==> config.mk <==
export PLATFORM = sky130hd
export DESIGN_NAME = selective_repeat_sender_window
export DESIGN_NICKNAME = d
export VERILOG_FILES = /design/src/hw/rtl/srsw_pkg.sv /design/src/hw/rtl/srsw_ram.sv /design/src/hw/rtl/srsw_front.sv /design/src/hw/rtl/srsw_back.sv /design/src/hw/rtl/selective_repeat_sender_window.sv
export SDC_FILE = /design/constraint.sdc
export NUM_CORES = 2
export LEC_CHECK = 0
export BUFFER_PORTS_ARGS = -buffer_cell sky130_fd_sc_hd__buf_2
export CORE_MARGIN = 4
export CORE_UTILIZATION = 30
export CTS_CLUSTER_DIAMETER = 100
export DETAILED_ROUTE_END_ITERATION = 8
export PLACE_DENSITY = 0.55
export SLEW_MARGIN = 15
export SYNTH_ARGS = -nofsm -noshare
export SYNTH_HDL_FRONTEND = slang
export SYNTH_SLANG_ARGS = --single-unit
==> constraint.sdc <==
create_clock -name clk -period 7.79 [get_ports clk]
set_clock_uncertainty 0.1 [all_clocks]
set_input_delay 1.558 -clock clk [delete_from_list [all_inputs] [get_ports clk]]
set_output_delay 1.558 -clock clk [all_outputs]
set_load 0.05 [all_outputs]
==> src/hw/rtl/srsw_pkg.sv <==
package srsw_pkg;

    localparam int APB_AW = 4;

    localparam logic [1:0] REG_WINDOW   = 2'd0;
    localparam logic [1:0] REG_TIMEOUT  = 2'd1;
    localparam logic [1:0] REG_RETRY    = 2'd2;
    localparam logic [1:0] REG_SEGMENTS = 2'd3;

    localparam logic [6:0]  WINDOW_RST   = 7'd8;
    localparam logic [15:0] TIMEOUT_RST  = 16'd3000;
    localparam logic [7:0]  RETRY_RST    = 8'd5;
    localparam logic [31:0] SEGMENTS_RST = 32'd0;

    localparam logic [1:0] KIND_SEND = 2'd0;
    localparam logic [1:0] KIND_ACK  = 2'd1;
    localparam logic [1:0] KIND_TICK = 2'd2;

    localparam int STAMP_W = 32;
    localparam int ATT_W   = 8;
    localparam logic [ATT_W-1:0] ATT_MAX = 8'd255;

    typedef enum logic [1:0] {
        OP_SEND = 2'd0,
        OP_ACK  = 2'd1,
        OP_TICK = 2'd2,
        OP_NONE = 2'd3
    } op_t;

    typedef enum logic [2:0] {
        ACT_IDLE  = 3'd0,
        ACT_NEW   = 3'd1,
        ACT_RETX  = 3'd2,
        ACT_ACK   = 3'd3,
        ACT_STRAY = 3'd4,
        ACT_DONE  = 3'd5
    } action_t;

    typedef struct packed {
        op_t         op;
        logic [31:0] ack;
    } cmd_t;

    typedef struct packed {
        logic [6:0]  win_limit;
        logic [15:0] timeout_ticks;
        logic [7:0]  retry_limit;
        logic [31:0] segment_count;
    } cfg_t;

    typedef struct packed {
        action_t     action;
        logic [31:0] seq;
        logic [31:0] base_seq;
        logic [31:0] next_seq;
        logic [7:0]  attempts;
        logic        limit_reached;
        logic        done_res;
    } res_t;

endpackage

==> src/hw/rtl/srsw_ram.sv <==
module srsw_ram #(
    parameter int WIDTH = 40,
    parameter int DEPTH = 64,
    localparam int AW = (DEPTH > 1) ? $clog2(DEPTH) : 1
) (
    input  logic             clk,
    input  logic             we,
    input  logic [AW-1:0]    waddr,
    input  logic [WIDTH-1:0] wdata,
    input  logic [AW-1:0]    raddr,
    output logic [WIDTH-1:0] rdata
);

    logic [WIDTH-1:0] mem [DEPTH];

    always_ff @(posedge clk)
    begin
        if (we)
        begin
            mem[waddr] <= wdata;
        end
        rdata <= mem[raddr];
    end

endmodule

==> src/hw/rtl/srsw_front.sv <==
module srsw_front
    import srsw_pkg::*;
(
    input  logic        clk,
    input  logic        rst_n,
    input  logic        in_valid,
    output logic        in_ready,
    input  logic [1:0]  kind,
    input  logic [31:0] ack_seq,
    output logic        cmd_valid,
    input  logic        cmd_ready,
    output cmd_t        cmd
);

    cmd_t       q_reg [2];
    cmd_t       in_cmd;
    logic       wr_ptr_reg, wr_ptr_next;
    logic       rd_ptr_reg, rd_ptr_next;
    logic [1:0] cnt_reg, cnt_next;
    logic       push, pop;

    always_comb
    begin
        in_cmd.ack = ack_seq;
        case (kind)
            KIND_SEND: in_cmd.op = OP_SEND;
            KIND_ACK:  in_cmd.op = OP_ACK;
            KIND_TICK: in_cmd.op = OP_TICK;
            default:   in_cmd.op = OP_NONE;
        endcase
    end

    assign in_ready  = (cnt_reg != 2'd2);
    assign cmd_valid = (cnt_reg != 2'd0);
    assign cmd       = q_reg[rd_ptr_reg];
    assign push      = in_valid && in_ready;
    assign pop       = cmd_valid && cmd_ready;

    always_comb
    begin
        wr_ptr_next = push ? ~wr_ptr_reg : wr_ptr_reg;
        rd_ptr_next = pop ? ~rd_ptr_reg : rd_ptr_reg;
        cnt_next    = cnt_reg;
        if (push && !pop)
        begin
            cnt_next = cnt_reg + 2'd1;
        end
        else if (pop && !push)
        begin
            cnt_next = cnt_reg - 2'd1;
        end
    end

    always_ff @(posedge clk or negedge rst_n)
    begin
        if (!rst_n)
        begin
            wr_ptr_reg <= 1'b0;
            rd_ptr_reg <= 1'b0;
            cnt_reg    <= 2'd0;
        end
        else
        begin
            wr_ptr_reg <= wr_ptr_next;
            rd_ptr_reg <= rd_ptr_next;
            cnt_reg    <= cnt_next;
        end
    end

    always_ff @(posedge clk)
    begin
        if (push)
        begin
            q_reg[wr_ptr_reg] <= in_cmd;
        end
    end

endmodule

==> src/hw/rtl/srsw_back.sv <==
module srsw_back
    import srsw_pkg::*;
#(
    parameter int WINDOW_MAX = 64
) (
    input  logic clk,
    input  logic rst_n,
    input  logic cmd_valid,
    output logic cmd_ready,
    input  cmd_t cmd,
    input  cfg_t cfg,
    output logic res_valid,
    input  logic res_ready,
    output res_t res
);

    localparam int SLOT_W = (WINDOW_MAX > 1) ? $clog2(WINDOW_MAX) : 1;
    localparam int LANES  = (WINDOW_MAX < 8) ? WINDOW_MAX : 8;
    localparam int LANE_W = $clog2(LANES + 1);
    localparam int ENT_W  = STAMP_W + ATT_W;
    localparam logic [SLOT_W:0]   WMAX_S   = (SLOT_W + 1)'(WINDOW_MAX);
    localparam logic [SLOT_W-1:0] SLOT_TOP = SLOT_W'(WINDOW_MAX - 1);
    localparam logic [31:0]       WMAX32   = 32'(WINDOW_MAX);

    typedef enum logic [4:0] {
        ST_EXEC  = 5'b00001,
        ST_SLIDE = 5'b00010,
        ST_LOAD  = 5'b00100,
        ST_CAP   = 5'b01000,
        ST_EMIT  = 5'b10000
    } state_t;

    state_t                  state_reg, state_next;
    logic [31:0]             base_reg, base_next;
    logic [31:0]             next_reg, next_next;
    logic [SLOT_W-1:0]       base_slot_reg, base_slot_next;
    logic [SLOT_W-1:0]       next_slot_reg, next_slot_next;
    logic [31:0]             tick_reg, tick_next;
    logic [WINDOW_MAX-1:0]   pending_reg, pending_next;
    logic                    finished_reg, finished_next;
    logic [STAMP_W-1:0]      stamp_reg, stamp_next;
    logic [ATT_W-1:0]        att_reg, att_next;
    action_t                 act_reg, act_next;
    logic [31:0]             seq_reg, seq_next;
    logic                    out_valid_reg, out_valid_next;
    res_t                    res_reg, res_next;

    logic                    ram_we;
    logic [SLOT_W-1:0]       ram_waddr;
    logic [ENT_W-1:0]        ram_wdata;
    logic [ENT_W-1:0]        ram_rdata;

    logic [31:0]             span;
    logic [31:0]             eff_win;
    logic [31:0]             ack_dist;
    logic [SLOT_W-1:0]       ack_slot;
    logic [SLOT_W-1:0]       next_slot_inc;
    logic [31:0]             tick_inc;
    logic [LANES-1:0]        lane_stop;
    logic [SLOT_W-1:0]       lane_slot [LANES];
    logic [LANE_W-1:0]       adv;
    logic                    slide_stop;
    logic [SLOT_W-1:0]       slide_slot;
    logic [31:0]             slide_base;
    logic                    fin_set;

    function automatic logic [SLOT_W-1:0] wrap_add(input logic [SLOT_W-1:0] s,
                                                   input logic [SLOT_W:0]   off);
        logic [SLOT_W:0] sum;
        sum = {1'b0, s} + off;
        if (sum >= WMAX_S)
        begin
            sum = sum - WMAX_S;
        end
        return sum[SLOT_W-1:0];
    endfunction

    srsw_ram #(
        .WIDTH (ENT_W),
        .DEPTH (WINDOW_MAX)
    ) u_slot_ram (
        .clk   (clk),
        .we    (ram_we),
        .waddr (ram_waddr),
        .wdata (ram_wdata),
        .raddr (base_slot_reg),
        .rdata (ram_rdata)
    );

    assign span          = next_reg - base_reg;
    assign ack_dist      = cmd.ack - base_reg;
    assign ack_slot      = wrap_add(base_slot_reg, {1'b0, ack_dist[SLOT_W-1:0]});
    assign next_slot_inc = (next_slot_reg == SLOT_TOP) ? '0 : next_slot_reg + 1'b1;
    assign tick_inc      = tick_reg + 32'd1;

    always_comb
    begin
        eff_win = {25'd0, cfg.win_limit};
        if (eff_win == 32'd0)
        begin
            eff_win = 32'd1;
        end
        if (eff_win > WMAX32)
        begin
            eff_win = WMAX32;
        end
    end

    // The base slides over at most LANES acknowledged slots per cycle.
    always_comb
    begin
        for (int k = 0; k < LANES; k++)
        begin
            lane_slot[k] = wrap_add(base_slot_reg, (SLOT_W + 1)'(k));
            lane_stop[k] = (32'(k) >= span) || pending_reg[lane_slot[k]];
        end
        adv        = LANE_W'(LANES);
        slide_stop = 1'b0;
        for (int k = LANES - 1; k >= 0; k--)
        begin
            if (lane_stop[k])
            begin
                adv        = LANE_W'(k);
                slide_stop = 1'b1;
            end
        end
        slide_slot = wrap_add(base_slot_reg, (SLOT_W + 1)'(adv));
        slide_base = base_reg + 32'(adv);
    end

    assign fin_set = !finished_reg && (next_reg >= cfg.segment_count) && (base_reg == next_reg);

    always_comb
    begin
        state_next     = state_reg;
        base_next      = base_reg;
        next_next      = next_reg;
        base_slot_next = base_slot_reg;
        next_slot_next = next_slot_reg;
        tick_next      = tick_reg;
        pending_next   = pending_reg;
        finished_next  = finished_reg;
        stamp_next     = stamp_reg;
        att_next       = att_reg;
        act_next       = act_reg;
        seq_next       = seq_reg;
        res_next       = res_reg;
        out_valid_next = out_valid_reg && !res_ready;
        cmd_ready      = 1'b0;
        ram_we         = 1'b0;
        ram_waddr      = next_slot_reg;
        ram_wdata      = {tick_reg, {ATT_W{1'b0}}};

        case (state_reg)
            ST_EXEC:
            begin
                cmd_ready = 1'b1;
                if (cmd_valid)
                begin
                    state_next = ST_EMIT;
                    act_next   = ACT_IDLE;
                    seq_next   = '0;
                    if (finished_reg)
                    begin
                        act_next = ACT_DONE;
                    end
                    else
                    begin
                        case (cmd.op)
                            OP_SEND:
                            begin
                                if ((span < eff_win) && (next_reg < cfg.segment_count))
                                begin
                                    pending_next[next_slot_reg] = 1'b1;
                                    ram_we         = 1'b1;
                                    ram_waddr      = next_slot_reg;
                                    ram_wdata      = {tick_reg, {ATT_W{1'b0}}};
                                    if (base_reg == next_reg)
                                    begin
                                        stamp_next = tick_reg;
                                        att_next   = '0;
                                    end
                                    seq_next       = next_reg;
                                    next_next      = next_reg + 32'd1;
                                    next_slot_next = next_slot_inc;
                                    act_next       = ACT_NEW;
                                end
                            end
                            OP_ACK:
                            begin
                                seq_next = cmd.ack;
                                if ((ack_dist < span) && pending_reg[ack_slot])
                                begin
                                    pending_next[ack_slot] = 1'b0;
                                    act_next = ACT_ACK;
                                    if (ack_dist == 32'd0)
                                    begin
                                        state_next = ST_SLIDE;
                                    end
                                end
                                else
                                begin
                                    act_next = ACT_STRAY;
                                end
                            end
                            OP_TICK:
                            begin
                                tick_next = tick_inc;
                                if ((base_reg != next_reg) &&
                                    ((tick_inc - stamp_reg) >= {16'd0, cfg.timeout_ticks}))
                                begin
                                    att_next   = (att_reg == ATT_MAX) ? ATT_MAX : att_reg + 1'b1;
                                    stamp_next = tick_inc;
                                    ram_we     = 1'b1;
                                    ram_waddr  = base_slot_reg;
                                    ram_wdata  = {tick_inc, att_next};
                                    seq_next   = base_reg;
                                    act_next   = ACT_RETX;
                                end
                            end
                            default:
                            begin
                            end
                        endcase
                    end
                end
            end
            ST_SLIDE:
            begin
                base_next      = slide_base;
                base_slot_next = slide_slot;
                if (slide_stop)
                begin
                    state_next = (slide_base != next_reg) ? ST_LOAD : ST_EMIT;
                end
            end
            ST_LOAD:
            begin
                state_next = ST_CAP;
            end
            ST_CAP:
            begin
                stamp_next = ram_rdata[ENT_W-1:ATT_W];
                att_next   = ram_rdata[ATT_W-1:0];
                state_next = ST_EMIT;
            end
            ST_EMIT:
            begin
                if (!out_valid_reg || res_ready)
                begin
                    out_valid_next         = 1'b1;
                    finished_next          = finished_reg || fin_set;
                    res_next.action        = (fin_set && act_reg == ACT_IDLE) ? ACT_DONE : act_reg;
                    res_next.seq           = seq_reg;
                    res_next.base_seq      = base_reg;
                    res_next.next_seq      = next_reg;
                    res_next.attempts      = (base_reg != next_reg) ? att_reg : '0;
                    res_next.limit_reached = (base_reg != next_reg) &&
                                             (att_reg >= cfg.retry_limit);
                    res_next.done_res      = finished_reg || fin_set;
                    state_next             = ST_EXEC;
                end
            end
            default:
            begin
                state_next = ST_EXEC;
            end
        endcase
    end

    always_ff @(posedge clk or negedge rst_n)
    begin
        if (!rst_n)
        begin
            state_reg     <= ST_EXEC;
            base_reg      <= '0;
            next_reg      <= '0;
            base_slot_reg <= '0;
            next_slot_reg <= '0;
            tick_reg      <= '0;
            pending_reg   <= '0;
            finished_reg  <= 1'b0;
            out_valid_reg <= 1'b0;
        end
        else
        begin
            state_reg     <= state_next;
            base_reg      <= base_next;
            next_reg      <= next_next;
            base_slot_reg <= base_slot_next;
            next_slot_reg <= next_slot_next;
            tick_reg      <= tick_next;
            pending_reg   <= pending_next;
            finished_reg  <= finished_next;
            out_valid_reg <= out_valid_next;
        end
    end

    always_ff @(posedge clk)
    begin
        stamp_reg <= stamp_next;
        att_reg   <= att_next;
        act_reg   <= act_next;
        seq_reg   <= seq_next;
        res_reg   <= res_next;
    end

    assign res_valid = out_valid_reg;
    assign res       = res_reg;

endmodule

==> src/hw/rtl/selective_repeat_sender_window.sv <==
// Sender side of a selective-repeat window. Each item is a send request, an
// acknowledgement or a tick, and each gives exactly one result item. Items
// enter a two-entry queue and are carried out one at a time by the back end.
// A send, a tick, a stray acknowledgement or an acknowledgement of a number
// above the base is carried out in an execute step that updates the window
// and the slot RAM, followed by an emit step that loads the result register.
// An acknowledgement of the base segment also slides the base up to 8
// acknowledged slots per cycle and then, unless the window is left empty,
// reads the new base segment's stamp and attempt count from the slot RAM in
// a load step and a capture step. A stalled result holds back the next one.
// Once every segment is sent and acknowledged the block reports complete and
// holds its state until reset.
module selective_repeat_sender_window
    import srsw_pkg::*;
#(
    parameter int WINDOW_MAX = 64
) (
    input  logic              clk,
    input  logic              rst_n,
    input  logic              in_valid,
    output logic              in_ready,
    input  logic [1:0]        kind,
    input  logic [31:0]       ack_seq,
    output logic              out_valid,
    input  logic              out_ready,
    output logic [2:0]        action,
    output logic [31:0]       seq,
    output logic [31:0]       base_seq,
    output logic [31:0]       next_seq,
    output logic [7:0]        attempts,
    output logic              limit_reached,
    output logic              done_res,
    input  logic              psel,
    input  logic              penable,
    input  logic              pwrite,
    input  logic [APB_AW-1:0] paddr,
    input  logic [31:0]       pwdata,
    output logic [31:0]       prdata,
    output logic              pready
);

    cfg_t       cfg_reg, cfg_next;
    logic       cfg_we;
    logic [1:0] reg_idx;
    logic       cmd_valid;
    logic       cmd_ready;
    cmd_t       cmd;
    res_t       res;

    assign pready  = 1'b1;
    assign reg_idx = paddr[3:2];
    assign cfg_we  = psel && penable && pwrite;

    always_comb
    begin
        cfg_next = cfg_reg;
        if (cfg_we)
        begin
            case (reg_idx)
                REG_WINDOW:   cfg_next.win_limit     = pwdata[6:0];
                REG_TIMEOUT:  cfg_next.timeout_ticks = pwdata[15:0];
                REG_RETRY:    cfg_next.retry_limit   = pwdata[7:0];
                REG_SEGMENTS: cfg_next.segment_count = pwdata;
                default:      cfg_next = cfg_reg;
            endcase
        end
    end

    always_comb
    begin
        case (reg_idx)
            REG_WINDOW:   prdata = {25'd0, cfg_reg.win_limit};
            REG_TIMEOUT:  prdata = {16'd0, cfg_reg.timeout_ticks};
            REG_RETRY:    prdata = {24'd0, cfg_reg.retry_limit};
            REG_SEGMENTS: prdata = cfg_reg.segment_count;
            default:      prdata = '0;
        endcase
    end

    always_ff @(posedge clk or negedge rst_n)
    begin
        if (!rst_n)
        begin
            cfg_reg.win_limit     <= WINDOW_RST;
            cfg_reg.timeout_ticks <= TIMEOUT_RST;
            cfg_reg.retry_limit   <= RETRY_RST;
            cfg_reg.segment_count <= SEGMENTS_RST;
        end
        else
        begin
            cfg_reg <= cfg_next;
        end
    end

    srsw_front u_front (
        .clk       (clk),
        .rst_n     (rst_n),
        .in_valid  (in_valid),
        .in_ready  (in_ready),
        .kind      (kind),
        .ack_seq   (ack_seq),
        .cmd_valid (cmd_valid),
        .cmd_ready (cmd_ready),
        .cmd       (cmd)
    );

    srsw_back #(
        .WINDOW_MAX (WINDOW_MAX)
    ) u_back (
        .clk       (clk),
        .rst_n     (rst_n),
        .cmd_valid (cmd_valid),
        .cmd_ready (cmd_ready),
        .cmd       (cmd),
        .cfg       (cfg_reg),
        .res_valid (out_valid),
        .res_ready (out_ready),
        .res       (res)
    );

    assign action        = res.action;
    assign seq           = res.seq;
    assign base_seq      = res.base_seq;
    assign next_seq      = res.next_seq;
    assign attempts      = res.attempts;
    assign limit_reached = res.limit_reached;
    assign done_res      = res.done_res;

endmodule

# Yosys cells after proc, flatten, opt, wreduce, memory -nomap -nowiden
# Memories as Yosys holds them, arrays and structs flattened. A register that Yosys moved wholly into a read port is not among the register bits.
# Index checks and enable logic that the tools add are counted.
# word_totals
register_bits	430
mem_bits_rw	2628
inputBits	77
output_inout_bits	144
elab_cells	293
n_memories	2
# memory_table
memory	words	width	read_ports	rd_ports_with_merged_regs	wr	line	text
u_back.u_slot_ram.mem	64	40	1	1	1	srsw_ram.sv:14	logic [WIDTH-1:0] mem [DEPTH];
u_front.q_reg	2	34	1	0	1	srsw_front.sv:15	cmd_t q_reg [2];
# op_classes
addsub	29
order_cmp	37
eq_ne	28
n_mux	112
bitwise_logic	6
n_reduce_logical	52
# ops
op	count
$mux 32	7
$mux 40	5
$ge 3x32->1 const A	4
$mux 64	2
$pmux 32 s2	2
$pmux 32 s4	1
$pmux 64 s2	1
$mux 6	16
$pmux 32 s3	1
$sub 32x32->32	3
$lt 6x7->1 const B	10
$add 32x1->32 const B	2
$and 64x64->64	1
$ge 1x32->1 const A	2
$ge 2x32->1 const A	2
$lt 32x32->1	2
$ne 32x32->1	2
$not 64->64	1
$or 64x64->64	1
$ge 7x7->1 const B	9
$sub 6x1->6 const B	10
$bmux 1 s6	9
$mux 8	6
$mux 5	8
other kinds (57)	157

# Longest topological paths before layout
# logic_depth
depth_word	19
mapped_depth	35
mapped_depth_nobuf	27

# Hierarchy
# Synthesis repeated with hierarchy kept, for this count alone.
# unflattened
cells_unflattened	7840
area_unflattened_um2	133839.6
# modules_own_cells
mod	instances	cells_per_inst	area_per_inst_um2	seq_area_each_um2
srsw_ram	1	4263	97960.2	77674.5
srsw_back	1	3261	30162.7	10005.8
selective_repeat_sender_window	1	190	2910.3	1589.0
srsw_front	1	126	2806.4	2142.1

# Worst setup path before layout
# Ideal clock, no wire load.
# synth_path
path_kind	register to register
from	reg u_back.tick_reg[0]
to	reg u_back.att_reg[0] (enable)
setup_time_ns	0.493
arrival_time_ns	7.935
required_time_ns	7.197
path_slack_ns	-0.738
path_stages_with_launch	24
path_buffers	4
period_less_slack_ns	8.528
path_cell_list	dfrtp_1 ha_1 nand3_1 nor4_1 and3_1 clkbuf_1 and3_1 clkbuf_1 nand2_1 nor2_1 nand3_1 xnor2_1 ha_1 clkbuf_1 nand4_1 or3_1 a41oi_1 xnor2_1 o2111ai_1 nor4_2 nand4_2 clkbuf_1 a21oi_1 o21ai_0
# synth_between
elab_chain_cells	6
# synth_rtl
item	line	text
start: declaration	srsw_back.sv:38	logic [31:0] tick_reg, tick_next;
start signal: assignment	srsw_back.sv:292	tick_reg <= tick_next;
$add 32x1->32	srsw_back.sv:94	assign tick_inc = tick_reg + 32'd1;
via u_back.tick_inc[24]	srsw_back.sv:58	logic [31:0] tick_inc;
$sub 32x32->32	srsw_back.sv:210	((tick_inc - stamp_reg) >= {16'd0, cfg.timeout_ticks}))
$ge 32x16->1	srsw_back.sv:210	
$logic_and 1x1->1	srsw_back.sv:209	if ((base_reg != next_reg) &&
$ne 3x2->1 (no line)	n/a	
$reduce_and 7->1 (no line)	n/a	
end signal: assignment	srsw_back.sv:302	att_reg <= att_next;
end: declaration	srsw_back.sv:42	logic [ATT_W-1:0] att_reg, att_next;
# The timed path passes the listed nets, and every way through them passes these cells.
# A chain may end at the register's enable or synchronous reset.

# Worst setup path after layout
# layout_path
from	reg u_back.base_reg[18]
to	reg u_back.state_reg[4]
# layout_between
elab_chain_cells	16
elab_cells_between_ends	49
classes_between	add/sub (3); order compare (9); eq/ne (2); mux (24); reduce/logical (11)
# layout_rtl
item	line	text
start: declaration	srsw_back.sv:34	logic [31:0] base_reg, base_next;
start signal: assignment	srsw_back.sv:288	base_reg <= base_next;
$sub 32x32->32	srsw_back.sv:90	assign span = next_reg - base_reg;
$ge 3x32->1	srsw_back.sv:115	lane_stop[k] = (32'(k) >= span) || pending_reg[lane_slot[k]];
$logic_or 1x1->1	srsw_back.sv:115	
$mux 4 (8 in a row)	srsw_back.sv:121	if (lane_stop[k])
$add 32x4->32	srsw_back.sv:128	slide_base = base_reg + 32'(adv);
$ne 32x32->1	srsw_back.sv:234	state_next = (slide_base != next_reg) ? ST_LOAD : ST_EMIT;
$mux 5	srsw_back.sv:234	
$mux 5	srsw_back.sv:232	if (slide_stop)
$pmux 5 s5	srsw_back.sv:154	case (state_reg)
end signal: assignment	srsw_back.sv:287	state_reg <= state_next;
end: declaration	srsw_back.sv:33	state_t state_reg, state_next;
# Parallel ways exist; a longest one is shown, timed or not. The select of a mux whose other input is x is not followed.

==> impl_metrics.tcl <==
set metrics [dict create \
    async_flop_share 0.0794 \
    synthDistinctLibCells 103 \
    grt_pass1_vias 76300 \
    fin_area_mm2 0.157 \
    drv_slew 0 \
    grt_antenna_before_repair 22 \
    postSynthCellCount 7646 \
    fillerInstances 41600 \
    post_dp_cell_area_mm2 0.146 \
    period_minus_slack_ps 7440 \
    cp.arrival_ps 8140 \
    ys_seq_elements 3098 \
    cts_htree_levels 5 \
    grt_pass1_wl_um 581000 \
    worst-path-max-fanout 8 \
    io_pins 221 \
    yosys_warnings 0 \
    ctsRootBufferMaster "clkbuf_16" \
    hold_viol_final 0 \
    row_count 245 \
    die_area_mm2 0.457 \
    multiInputGateArea_mm2 0.0412 \
    path_clk_slew_ps 60 \
    first_pass_iters 6 \
    sw_frac_of_total 0.283 \
    place.gp.congestion 0.905 \
    cts.path.max_buffers 4 \
    drt_iter0_markers 9522 \
    start_util 0.301 \
    finalSetupTns_ps 0 \
    netlist_area_mm2 0.134 \
    finalNetCount 8502 \
    status "finished clean" \
    synth-compound-area-share 0.0466 \
    cts.sinks 3098 \
    combinationalPowerShare 0.182 \
    critPathTopFamily "simple AND/OR/NAND/NOR gates" \
    holdCritPathClass "flip-flop to flip-flop" \
    ys_seq_area_frac 0.683 \
    syn2layout_area_growth_pct 17.1 \
    synth_top_family_by_area "multiplexers" \
    tightest_slew_ps 1260 \
    rsz0062_at_grt "no" \
    wl_per_cell_um 28.6 \
    worstSetupEndpointType "flip-flop" \
    fp.dieH_um 676 \
    avgSynthCellArea_um2 17.5 \
    slew_headroom 0.158 \
    dp.cells 13800 \
    hpwl_um 258000 \
    largest_reg_flops 2560 \
    p_clk_frac 0.365 \
    syn-num-nets 7942 \
    overflow 0 \
    cts_tree "yes" \
    drive_gt1_frac 0.268 \
    synthFlopType "edfxtp_1" \
    vias 77300 \
    ant_nets 0 \
    cts_buffers 326 \
    vias_per_cell 5.37 \
    cp.buffers_inverters 5 \
    core-area_mm2 0.445 \
    worstPathRequired_ps 8490 \
    synth_enable_flop_cells 2812 \
    p_leak_nw 49.0 \
    dpl_worst_slack_ps 175 \
    die_w_um 676 \
    yosys.area_share.adder 0.0209 \
    cpMostUsedCell "buf_4" \
    switching_power_mw 12.0 \
    p_int_mw 30.4 \
    synth.area.top_cells "edfxtp_1 (63%), mux4_2 (15%), dfrtp_1 (4.4%), ha_1 (2.0%), xnor2_1 (1.4%)" \
    io_buffers 217 \
    power.share.sequential 0.453 \
    post-route-period-util 0.955 \
    yosysTopAreaCell "edfxtp_1" \
    synth_xor_area_frac 0.0222 \
    clk_latency_ps 930 \
    critPathKind "flip-flop to flip-flop" \
    track_usage 0.175 \
    fmax_mhz 134 \
    fin_ws_ps 350 \
    cap_violations 0 \
    setup_violations 0 \
    max_stage_delay_ps 530 \
    synthMuxAreaShare 0.160 \
    worstSetupStartpointType "flip-flop" \
    register_area_mm2 0.0914 \
    finalNonFillerCells 14400 \
    slowest_stage "or4_1" \
    ir_worst_vdd_v 0.000425 \
    drc 0 \
    p_per_area_mw_per_mm2 271 \
    synth_top_area_frac 0.631 \
    finalWirelength_um 411000 \
    synth-simple-area-share 0.0493 \
    grt_max_degree 106 \
]
per-layer routing:
| metal | track usage | share of wire | vias up |
|---|---|---|---|
| met2 | 0.277 | 0.47 | 3437 |
| met4 | 0.0438 | 0.026 | 12 |
| met1 | 0.253 | 0.43 | 41300 |
| met5 | 0 | 0.00018 | - |
| li1 | - | - | 32000 |
| met3 | 0.0259 | 0.078 | 566 |
repair_timing:
action,in CTS,in global routing
endpoints found under the setup margin,0,1485
hold buffers,0,0
resized for setup,0,33
buffers inserted,0,6
stage by stage:
step           utilization  hold WS (ps)  power, mW
2_1_floorplan            -           300       24.1
3_3_place_gp         0.328           306       27.0
3_5_place_dp         0.328           305       27.2
4_1_cts              0.352           318       42.6
5_1_grt              0.352           326       44.0
6_report             0.352           318       42.5
layout make-up:
class | instances | share of cell area
sequential | 3098 | 0.583
multi-input combinational | 3925 | 0.263
clock buffer | 416 | 0.0556
tap | 5928 | 0.0473
timing repair buffer | 671 | 0.0351
clock inverter | 171 | 0.0117
inverter | 184 | 0.00445
antenna | 4 | 0.0000638
cell usage after synthesis, drive strengths merged, types with 135 or more instances:
cell    instances
a21oi         284
buf           143
clkbuf        296
dfrtp         235
edfxtp       2812
ha            213
inv           182
mux4          866
nand2         402
nand3         135
nor2          277
o21ai         212
xnor2         220
worst paths after layout:
path,startpoint,endpoint,slack [ps],cells after the start
max in group asynchronous,rst_n,u_back.base_slot_reg[1],5430,2
min in group asynchronous,rst_n,cfg_reg[17],570,1
worst max-delay path,u_back.base_reg[18],u_back.state_reg[4],350,28
worst min register to register,u_back.seq_reg[3],u_back.res[77],320,0
worst max register to register,u_back.base_reg[18],u_back.state_reg[4],350,28
worst min-delay path,u_back.seq_reg[3],u_back.res[77],320,0
cells in the final DEF (no fill, tap or decap), types with 105 or more instances in the layout:
cell	Yosys	layout
ha_1	213	212
o21ai_0	197	194
a31oi_1	121	121
dfrtp_1	235	228
buf_2	74	216
edfxtp_1	2812	2812
nand2_1	401	401
nand3_1	134	134
nor2_1	277	267
mux4_2	866	866
inv_1	179	177
buf_4	6	364
a21oi_1	283	245
nor3_1	109	108
xnor2_1	219	203
mux2i_1	106	105
clkbuf_16	0	333
power groups by stage:
| stage | clock, mW | combinational (mW) | sequential (mW) |
|---|---|---|---|
| floorplan | 0 | 4.19 | 19.9 |
| global placement | 0 | 7.44 | 19.6 |
| detailed placement | 0 | 7.55 | 19.6 |
| CTS | 15.8 | 7.58 | 19.3 |
| global route | 16.5 | 8.26 | 19.3 |
| finish | 15.5 | 7.71 | 19.3 |
logic make-up (layout without fill, tap and decap cells):
family	count (synthesis)	in the layout
other	1	5
buffers and inverters	623	1442
DFF	3098	3098
muxes	1047	1047
and+or+nand+nor	1338	1338
xor gates and xnor gates	336	336
adders and majority gates	220	220
AOI/OAI and AO/OA	983	983
Note: power is estimated with default switching activity, not from simulation.
